### src/hw/rtl/vns_pkg.sv
package vns_pkg;

  localparam int COORD_BITS     = 12;
  localparam int SPEED_BITS     = 14;
  localparam int VEL_BITS       = 16;
  localparam int NORM_SHIFT_DEF = 8;
  localparam int PADDR_W        = 3;
  localparam int PDATA_W        = 32;

  localparam logic signed [COORD_BITS-1:0] ORIGIN_Y_RST   = 12'sd200;
  localparam logic        [SPEED_BITS-1:0] BASE_SPEED_RST = 14'd64;

  typedef enum logic [0:0] {
    REG_ORIGIN_Y   = 1'b0,
    REG_BASE_SPEED = 1'b1
  } reg_idx_e;

  typedef enum logic [2:0] {
    ST_IDLE,
    ST_SQR,
    ST_ROOT,
    ST_DIV,
    ST_MUL,
    ST_DONE
  } vns_state_e;

  typedef struct packed {
    logic signed [COORD_BITS-1:0] origin_x;
    logic signed [COORD_BITS-1:0] dest_x;
    logic signed [COORD_BITS-1:0] dest_y;
    logic                         fast;
  } in_item_t;

  typedef struct packed {
    logic signed [VEL_BITS-1:0] vel_x;
    logic signed [VEL_BITS-1:0] vel_y;
    logic                       ok;
  } out_item_t;

  typedef struct packed {
    logic idle;
    logic done;
  } core_status_t;

endpackage

### src/hw/rtl/vns_core.sv
module vns_core import vns_pkg::*; #(
  parameter int NORM_SHIFT = NORM_SHIFT_DEF
) (
  input  logic                         clk_i,
  input  logic                         rst_ni,
  input  logic                         start_i,
  input  in_item_t                     item_i,
  input  logic signed [COORD_BITS-1:0] origin_y_i,
  input  logic        [SPEED_BITS-1:0] base_speed_i,
  input  logic                         ack_i,
  output core_status_t                 status_o,
  output out_item_t                    result_o
);

  localparam int MAG_W   = COORD_BITS;
  localparam int DSQ_W   = 2 * COORD_BITS + 1;
  localparam int ROOT_IT = (DSQ_W + 1) / 2;
  localparam int RW      = ROOT_IT;
  localparam int DIV_W   = COORD_BITS + NORM_SHIFT;
  localparam int Q_W     = NORM_SHIFT + 1;
  localparam int SPD_W   = SPEED_BITS + 1;
  localparam int P_W     = Q_W + SPD_W;
  localparam int CNT_W   = $clog2(DIV_W + 1);
  localparam logic [DSQ_W-1:0] BIT_INIT = DSQ_W'(1) << (2 * (ROOT_IT - 1));
  localparam logic [DIV_W-1:0] Q_MAX    = DIV_W'(1) << NORM_SHIFT;

  vns_state_e state_q, state_d;
  logic [CNT_W-1:0] cnt_q;
  logic             cnt_zero;

  logic             sx_q, sy_q, zero_q;
  logic [MAG_W-1:0] ax_q, ay_q, mx_q, my_q;
  logic [DSQ_W-1:0] cx_q, cy_q, acc_q, root_q, bit_q;
  logic [DIV_W-1:0] dvx_q, dvy_q;
  logic [RW-1:0]    rx_q, ry_q;
  logic [P_W-1:0]   spd_q, px_q, py_q;

  logic [COORD_BITS:0]  dx, dy, dx_abs, dy_abs;
  logic                 zero;
  logic [SPD_W-1:0]     speed;
  logic [DSQ_W:0]       trial;
  logic                 root_ge;
  logic [RW:0]          dist_e, tx, ty;
  logic                 gex, gey;
  logic [P_W:0]         pxe, pye;
  logic signed [P_W:0]  vx_s, vy_s, vx_sh, vy_sh;

  assign dx = {item_i.dest_x[COORD_BITS-1], item_i.dest_x}
            - {item_i.origin_x[COORD_BITS-1], item_i.origin_x};
  assign dy = {item_i.dest_y[COORD_BITS-1], item_i.dest_y}
            - {origin_y_i[COORD_BITS-1], origin_y_i};
  assign dx_abs = dx[COORD_BITS] ? -dx : dx;
  assign dy_abs = dy[COORD_BITS] ? -dy : dy;
  assign zero   = (dx == '0) && (dy == '0);
  assign speed  = item_i.fast ? {base_speed_i, 1'b0} : {1'b0, base_speed_i};

  assign cnt_zero = (cnt_q == '0);
  assign trial    = {1'b0, root_q} + {1'b0, bit_q};
  assign root_ge  = ({1'b0, acc_q} >= trial);
  assign dist_e   = {1'b0, root_q[RW-1:0]};
  assign tx       = {rx_q, dvx_q[DIV_W-1]};
  assign ty       = {ry_q, dvy_q[DIV_W-1]};
  assign gex      = (tx >= dist_e);
  assign gey      = (ty >= dist_e);

  always_comb begin
    state_d = state_q;
    unique case (state_q)
      ST_IDLE: if (start_i) state_d = zero ? ST_DONE : ST_SQR;
      ST_SQR:  if (cnt_zero) state_d = ST_ROOT;
      ST_ROOT: if (cnt_zero) state_d = ST_DIV;
      ST_DIV:  if (cnt_zero) state_d = ST_MUL;
      ST_MUL:  if (cnt_zero) state_d = ST_DONE;
      ST_DONE: if (ack_i) state_d = ST_IDLE;
      default: state_d = ST_IDLE;
    endcase
  end

  always_comb begin
    status_o.idle = (state_q == ST_IDLE);
    status_o.done = (state_q == ST_DONE);
  end

  always_ff @(posedge clk_i or negedge rst_ni) begin
    if (!rst_ni) begin
      state_q <= ST_IDLE;
      cnt_q   <= '0;
    end else begin
      state_q <= state_d;
      unique case (state_q)
        ST_IDLE: if (start_i) cnt_q <= CNT_W'(MAG_W - 1);
        ST_SQR:  cnt_q <= cnt_zero ? CNT_W'(ROOT_IT - 1) : cnt_q - 1'b1;
        ST_ROOT: cnt_q <= cnt_zero ? CNT_W'(DIV_W - 1) : cnt_q - 1'b1;
        ST_DIV:  cnt_q <= cnt_zero ? CNT_W'(Q_W - 1) : cnt_q - 1'b1;
        ST_MUL:  if (!cnt_zero) cnt_q <= cnt_q - 1'b1;
        ST_DONE: cnt_q <= cnt_q;
        default: cnt_q <= '0;
      endcase
    end
  end

  always_ff @(posedge clk_i) begin
    unique case (state_q)
      ST_IDLE: begin
        if (start_i) begin
          sx_q   <= dx[COORD_BITS];
          sy_q   <= dy[COORD_BITS];
          zero_q <= zero;
          ax_q   <= dx_abs[MAG_W-1:0];
          ay_q   <= dy_abs[MAG_W-1:0];
          mx_q   <= dx_abs[MAG_W-1:0];
          my_q   <= dy_abs[MAG_W-1:0];
          cx_q   <= DSQ_W'(dx_abs[MAG_W-1:0]);
          cy_q   <= DSQ_W'(dy_abs[MAG_W-1:0]);
          acc_q  <= '0;
          spd_q  <= P_W'(speed);
        end
      end
      ST_SQR: begin
        acc_q <= acc_q + (mx_q[0] ? cx_q : '0) + (my_q[0] ? cy_q : '0);
        mx_q  <= mx_q >> 1;
        my_q  <= my_q >> 1;
        cx_q  <= cx_q << 1;
        cy_q  <= cy_q << 1;
        if (cnt_zero) begin
          root_q <= '0;
          bit_q  <= BIT_INIT;
        end
      end
      ST_ROOT: begin
        if (root_ge) begin
          acc_q  <= acc_q - trial[DSQ_W-1:0];
          root_q <= (root_q >> 1) + bit_q;
        end else begin
          root_q <= root_q >> 1;
        end
        bit_q <= bit_q >> 2;
        if (cnt_zero) begin
          dvx_q <= {ax_q, {NORM_SHIFT{1'b0}}};
          dvy_q <= {ay_q, {NORM_SHIFT{1'b0}}};
          rx_q  <= '0;
          ry_q  <= '0;
        end
      end
      ST_DIV: begin
        rx_q  <= gex ? RW'(tx - dist_e) : tx[RW-1:0];
        ry_q  <= gey ? RW'(ty - dist_e) : ty[RW-1:0];
        dvx_q <= {dvx_q[DIV_W-2:0], gex};
        dvy_q <= {dvy_q[DIV_W-2:0], gey};
        if (cnt_zero) begin
          px_q <= '0;
          py_q <= '0;
        end
      end
      ST_MUL: begin
        px_q  <= px_q + (dvx_q[0] ? spd_q : '0);
        py_q  <= py_q + (dvy_q[0] ? spd_q : '0);
        dvx_q <= dvx_q >> 1;
        dvy_q <= dvy_q >> 1;
        spd_q <= spd_q << 1;
      end
      ST_DONE: begin
        acc_q <= acc_q;
      end
      default: begin
        acc_q <= acc_q;
      end
    endcase
  end

  assign pxe   = {1'b0, px_q};
  assign pye   = {1'b0, py_q};
  assign vx_s  = sx_q ? signed'(-pxe) : signed'(pxe);
  assign vy_s  = sy_q ? signed'(-pye) : signed'(pye);
  assign vx_sh = vx_s >>> NORM_SHIFT;
  assign vy_sh = vy_s >>> NORM_SHIFT;

  always_comb begin
    result_o.vel_x = zero_q ? '0 : vx_sh[VEL_BITS-1:0];
    result_o.vel_y = zero_q ? '0 : vy_sh[VEL_BITS-1:0];
    result_o.ok    = !zero_q;
  end

`ifndef NO_ASSERTIONS
  a_quot_bound: assert property (@(posedge clk_i) disable iff (!rst_ni)
    (state_q == ST_MUL && $past(state_q) == ST_DIV)
      |-> (dvx_q <= Q_MAX && dvy_q <= Q_MAX))
    else $error("normalized component exceeds unit magnitude");

  a_root_fits: assert property (@(posedge clk_i) disable iff (!rst_ni)
    (state_q == ST_DIV) |-> ((root_q >> RW) == '0))
    else $error("distance wider than divisor");

  a_phase_len: assert property (@(posedge clk_i) disable iff (!rst_ni)
    (state_q != $past(state_q) && $past(state_q) != ST_IDLE
      && $past(state_q) != ST_DONE) |-> ($past(cnt_q) == '0))
    else $error("phase left before its count ran out");
`endif

endmodule

### src/hw/rtl/vector_normalize_scale.sv
// channel  | handshake                      | payload
// input    | in_valid_i / in_stall_o        | in_item_i  (in_item_t)
// output   | out_valid_o / out_stall_i      | out_item_o (out_item_t)
// config   | psel, penable, pwrite, pready  | paddr, pwdata, prdata
//
// One item at a time: accept, serial squaring, (2*COORD_BITS+2)/2 square
// root steps, COORD_BITS+NORM_SHIFT division steps, NORM_SHIFT+1 multiply
// steps, then the move to the output register. A target equal to the origin
// skips straight from accept to the output register.
// The next item is taken once the result has moved to the output register.
// Reset clears control state and loads origin_y = 200, base_speed = 64.
module vector_normalize_scale import vns_pkg::*; #(
  parameter int NORM_SHIFT = NORM_SHIFT_DEF
) (
  input  logic               clk_i,
  input  logic               rst_ni,
  input  logic               in_valid_i,
  output logic               in_stall_o,
  input  in_item_t           in_item_i,
  output logic               out_valid_o,
  input  logic               out_stall_i,
  output out_item_t          out_item_o,
  input  logic               psel,
  input  logic               penable,
  input  logic               pwrite,
  input  logic [PADDR_W-1:0] paddr,
  input  logic [PDATA_W-1:0] pwdata,
  output logic [PDATA_W-1:0] prdata,
  output logic               pready
);

  logic signed [COORD_BITS-1:0] origin_y_q;
  logic        [SPEED_BITS-1:0] base_speed_q;
  reg_idx_e                     reg_idx;
  logic                         cfg_we;

  core_status_t status;
  out_item_t    result;
  logic         start, ack;
  logic         out_valid_q, out_valid_d;
  out_item_t    out_item_q;

  assign pready  = 1'b1;
  assign cfg_we  = psel && penable && pwrite && pready;
  assign reg_idx = reg_idx_e'(paddr[2]);

  always_ff @(posedge clk_i or negedge rst_ni) begin
    if (!rst_ni) begin
      origin_y_q   <= ORIGIN_Y_RST;
      base_speed_q <= BASE_SPEED_RST;
    end else if (cfg_we) begin
      unique case (reg_idx)
        REG_ORIGIN_Y:   origin_y_q   <= pwdata[COORD_BITS-1:0];
        REG_BASE_SPEED: base_speed_q <= pwdata[SPEED_BITS-1:0];
        default:        origin_y_q   <= origin_y_q;
      endcase
    end
  end

  always_comb begin
    unique case (reg_idx)
      REG_ORIGIN_Y:   prdata = PDATA_W'(unsigned'(origin_y_q));
      REG_BASE_SPEED: prdata = PDATA_W'(base_speed_q);
      default:        prdata = '0;
    endcase
  end

  assign in_stall_o = !status.idle;
  assign start      = in_valid_i && status.idle;
  assign ack        = status.done && (!out_valid_q || !out_stall_i);

  vns_core #(
    .NORM_SHIFT(NORM_SHIFT)
  ) u_core (
    .clk_i,
    .rst_ni,
    .start_i      (start),
    .item_i       (in_item_i),
    .origin_y_i   (origin_y_q),
    .base_speed_i (base_speed_q),
    .ack_i        (ack),
    .status_o     (status),
    .result_o     (result)
  );

  always_comb begin
    out_valid_d = out_valid_q;
    if (ack) begin
      out_valid_d = 1'b1;
    end else if (!out_stall_i) begin
      out_valid_d = 1'b0;
    end
  end

  always_ff @(posedge clk_i or negedge rst_ni) begin
    if (!rst_ni) begin
      out_valid_q <= 1'b0;
    end else begin
      out_valid_q <= out_valid_d;
    end
  end

  always_ff @(posedge clk_i) begin
    if (ack) begin
      out_item_q <= result;
    end
  end

  assign out_valid_o = out_valid_q;
  assign out_item_o  = out_item_q;

endmodule
### config.mk
export PLATFORM = sky130hd
export DESIGN_NAME = vector_normalize_scale
export DESIGN_NICKNAME = d
export VERILOG_FILES = /design/src/hw/rtl/vns_pkg.sv /design/src/hw/rtl/vns_core.sv /design/src/hw/rtl/vector_normalize_scale.sv
export SDC_FILE = /design/constraint.sdc
export NUM_CORES = 1
export LEC_CHECK = 0
export BUFFER_PORTS_ARGS = -buffer_cell sky130_fd_sc_hd__buf_2
export CELL_PAD_IN_SITES_DETAIL_PLACEMENT = 0
export CELL_PAD_IN_SITES_GLOBAL_PLACEMENT = 1
export CORE_ASPECT_RATIO = 0.8
export CORE_UTILIZATION = 50
export DETAILED_ROUTE_END_ITERATION = 10
export PLACE_DENSITY = 0.9
export SLEW_MARGIN = 20
export SYNTH_ARGS = -nofsm -noshare
export SYNTH_HDL_FRONTEND = slang
export SYNTH_SLANG_ARGS = --single-unit
### constraint.sdc
create_clock -name clk_i -period 11 [get_ports clk_i]
set_input_delay 2.2 -clock clk_i [delete_from_list [all_inputs] [get_ports clk_i]]
set_output_delay 2.2 -clock clk_i [all_outputs]
set_load 0.005 [all_outputs]
==> key figures <==
Clock tree
  • Post-CTS Resized: 0
  • Hold-fix buffers at CTS: 0
  • Post-CTS Setup Inserts: 0
  • CTS H-tree depth: 2
  • CTS root buf: clkbuf_16
  • Cts bufs inserted: 42
  • CTS tree: done
  • Worst-Skew Late Latency: 0.58 ns
  • Clock Pin Slew Worst Setup and Hold Paths: 0.06 ns
  • Clk sink count: 370
  • Clk buf depth: 3

Global routing
  • GRT Util Overall: 23.20%
  • First-pass GRT wire length: 100600 µm
  • Number of global-route vias before repair: 19.54k
  • Met1 GRT Util: 33.87%
  • GRT busiest layer: met2
  • Met3 usage: 3.127%
  • Largest net degree at the start of global routing: 103
  • GR met2 Demand/Resource: 36.02%
  • Grt total ovfl: 0
  • Initial antenna violation count: 0

Finish
  • Fin util: 55.71%
  • Most frequent cells in the layout: edfxtp_1 (335), nand2_1 (230), ha_1 (174)
  • Non-filler cells, final: 3451
  • Commonest non-fill, non-tap cell in the layout: edfxtp_1
  • Post-route cell area: 28580 µm²
  • Layout cells sized above 1: 10.23%
  • Antenna diode count: 0
  • Layout area overhead: 9.419%
  • Final nets: 3019

Placed design
  • Post-DP Area: 27240 µm²
  • Placed cell count: 3373
  • Hpwl dp: 44450 µm
  • GP Congestion: 0.9034
  • IO Port Bufs: 107

Synthesis
  • Post-synth top flop: edfxtp_1
  • Synth Instances: 2668
  • Sequential element share of the synthesized area: 41.89%
  • Unique masters post-synth: 77
  • Synth Cell Area: 26120 µm²
  • Post-synth ARST share: 9.459%
  • Yosys warns: 0
  • Avg Inst Size Synth: 9.789 µm²
  • Synthesized flop and latch total: 370
  • Number of synthesized flops with an enable pin: 335

Critical path
  • FF-to-FF path depth: 17
  • Crit-path max cell delay: 0.89 ns
  • Endpoint type of the worst setup path: flip-flop
  • Worst R2R Start: u_core.root_q[2]
  • CP startpoint: u_core.root_q[2]
  • CP max-delay cell: a21o_1
  • FF-to-FF End: u_core.acc_q[22]
  • Internal reg-to-reg setup slack: 5.20 ns
  • Setup crit start kind: flip-flop
  • CP Data Arrival Time: 6.00 ns
  • Worst path required time: 11.19 ns
  • Worst setup path endpoint: u_core.acc_q[22]
  • Critical path type: flip-flop to flip-flop
  • Cell Chain, Critical Path: ha_1, a31oi_1, o21ai_0, a31oi_1, o21bai_1, a31oi_1, nor2_1, nor2_1, xor2_1, ha_1, nand2_1, o31a_1, a21boi_1, o221ai_1, buf_4, nor2_1, a21o_1
  • Max FO, Critical Path: 25

STA
  • Unrepaired setup endpoints after global routing: false
  • Fin. Hold Viols: 0
  • Fin crit period: 5.804 ns
  • Final setup viols: 0
  • Max Clock Freq: 172.3 MHz
  • Crit share post-route: 52.76%
  • Slew Limit Fails: 0
  • Rel. slew slack: 28.10%
  • Slew @ Worst Pin: 1.079 ns
  • Post-route setup TNS: 0 ns
  • Skew final: 0.03125 ns

Detailed routing
  • Drt wl/cell: 17.98 µm
  • Initial DRC count: 1916
  • Drt first pass iters: 6
  • Vias: 20.55k
  • DRC Markers: 0
  • Routed wire length: 62070 µm
  • Via density: 5.956
  • Final ANT Viol Nets: 0

Floorplanning
  • Core area: 51290 µm²
  • Die width: 257.5 µm
  • I/O Pins: 147
  • Initial core utilization: 50.91%
  • Die Y: 206.4 µm
  • Die area: 53160 µm²
  • Standard-cell row count: 74

Pwr
  • Leakage power: 11.69 nW
  • PwrDens: 328.2 nW/µm²
  • Worst VDD drop: 0.1682 mV
  • Net switching power: 4.161 mW
  • Int Power: 5.217 mW
  • PnR Total Power: 9.378 mW
  • Flop pwr share: 29.0%
  • Clk pwr share: 14.3%
  • Sw Ratio: 44.37%
  • Comb power frac: 56.6%

Outcome
  • Status: completed

Worst hold path
  • HP Class: flip-flop to flip-flop
  • Worst hold path depth: 1

Job
  • Max Cap Viol: 0
==> synthesized netlist by cell type, drive strengths merged, types with 25 or more instances <==
| cell | instances | area [µm²] |
|---|---|---|
| edfxtp | 335 | 10060 |
| nand2 | 234 | 878.3 |
| ha | 174 | 2177 |
| inv | 170 | 638.1 |
| a21oi | 162 | 810.8 |
| nor2 | 162 | 608.1 |
| o21ai | 162 | 810.8 |
| xnor2 | 94 | 823.3 |
| xor2 | 93 | 814.5 |
| clkbuf | 88 | 330.3 |
| and2 | 66 | 412.9 |
| and3 | 66 | 412.9 |
| nor3 | 64 | 320.3 |
| a22o | 59 | 516.8 |
| a21o | 55 | 412.9 |
| nand3 | 53 | 265.3 |
| mux2 | 47 | 529.3 |
| o21a | 46 | 345.3 |
| a211oi | 40 | 300.3 |
| buf | 37 | 217.7 |
| fa | 32 | 640.6 |
| dfrtp | 31 | 775.7 |
| nand3b | 29 | 217.7 |
| nand4 | 29 | 181.4 |
| a31oi | 26 | 162.7 |
| a22oi | 25 | 187.7 |
==> layout make-up <==
cell class                      instances  area [µm²]
Fill cell                            4440       22720
Multi-Input combinational cell       2019       14110
Sequential cell                       370       10940
Clock buffer                           50        1122
Tap cell                              684       855.8
Timing Repair Buffer                  130       728.2
Inverter                              171       641.9
Clock inverter                         27       177.7
==> worst min-delay path by stage <==
stage | slack, ns | to | start
final | 0.51 | origin_y_q[4] | origin_y_q[4]
after floorplan | 0.48 | origin_y_q[1] | origin_y_q[1]
after CTS | 0.51 | origin_y_q[4] | origin_y_q[4]
after global placement | 0.49 | origin_y_q[4] | origin_y_q[4]
after global routing | 0.53 | origin_y_q[1] | origin_y_q[1]
after detailed placement | 0.50 | origin_y_q[4] | origin_y_q[4]
==> metal layers <==
layer	wire, µm	share of wire, %
met3	3969	6.4
met5	0	0
met4	1187	1.9
met2	27250	44
met1	29660	48
==> kinds of logic (layout without fill, tap and decap cells) <==
family | after synthesis | in the layout | share of synthesized area [%]
and+or+nand+nor | 826 | 826 | 15.88
AOI/OAI and AO/OA | 717 | 717 | 17.91
DFF | 370 | 370 | 41.89
buffers and inverters | 296 | 378 | 4.556
adders and majority gates | 206 | 206 | 10.79
xor gates and xnor gates | 187 | 187 | 6.271
muxes | 64 | 64 | 2.678
other | 2 | 19 | 0.02876
==> power by group through the flow <==
stage                     clock [mW]  combinational (mW)  sequential, mW
final                           1.35                5.31            2.72
after global routing            1.42                5.92            2.77
after CTS                       1.36                5.27            2.71
after detailed placement           0                5.21            2.73
after global placement             0                5.03            2.71
after floorplan                    0                4.15            2.57
==> stage by stage <==
stage | hold WS, ns | setup slack [ns]
2_1_floorplan | 0.4793 | 2.634
4_1_cts | 0.5110 | 5.211
3_5_place_dp | 0.4974 | 5.242
6_report | 0.5058 | 5.196
5_1_grt | 0.5346 | 4.647
3_3_place_gp | 0.4875 | 5.185
==> sequential cells by signal, summed over array words and instances, names as in the netlist, 13 cells and up <==
signal	count
out_item_o	33
u_core.acc_q	25
u_core.cx_q	25
u_core.cy_q	25
u_core.root_q	25
u_core.px_q	24
u_core.py_q	24
u_core.spd_q	24
u_core.dvx_q	20
u_core.dvy_q	20
base_speed_q	14
u_core.bit_q	13
u_core.rx_q	13
u_core.ry_q	13
==> critical path: cells and delay by family (launching register included) <==
family / cells / cell delay [ns]
flip-flops: 1 / 0.50
AND/OR/NAND/NOR: 4 / 0.84
AO/OA/AOI/OAI: 9 / 2.94
buffers and inverters: 1 / 0.24
XOR/XNOR: 1 / 0.16
adder cells (fa/ha/maj): 2 / 0.71
Power figures use the tool's default switching activity.
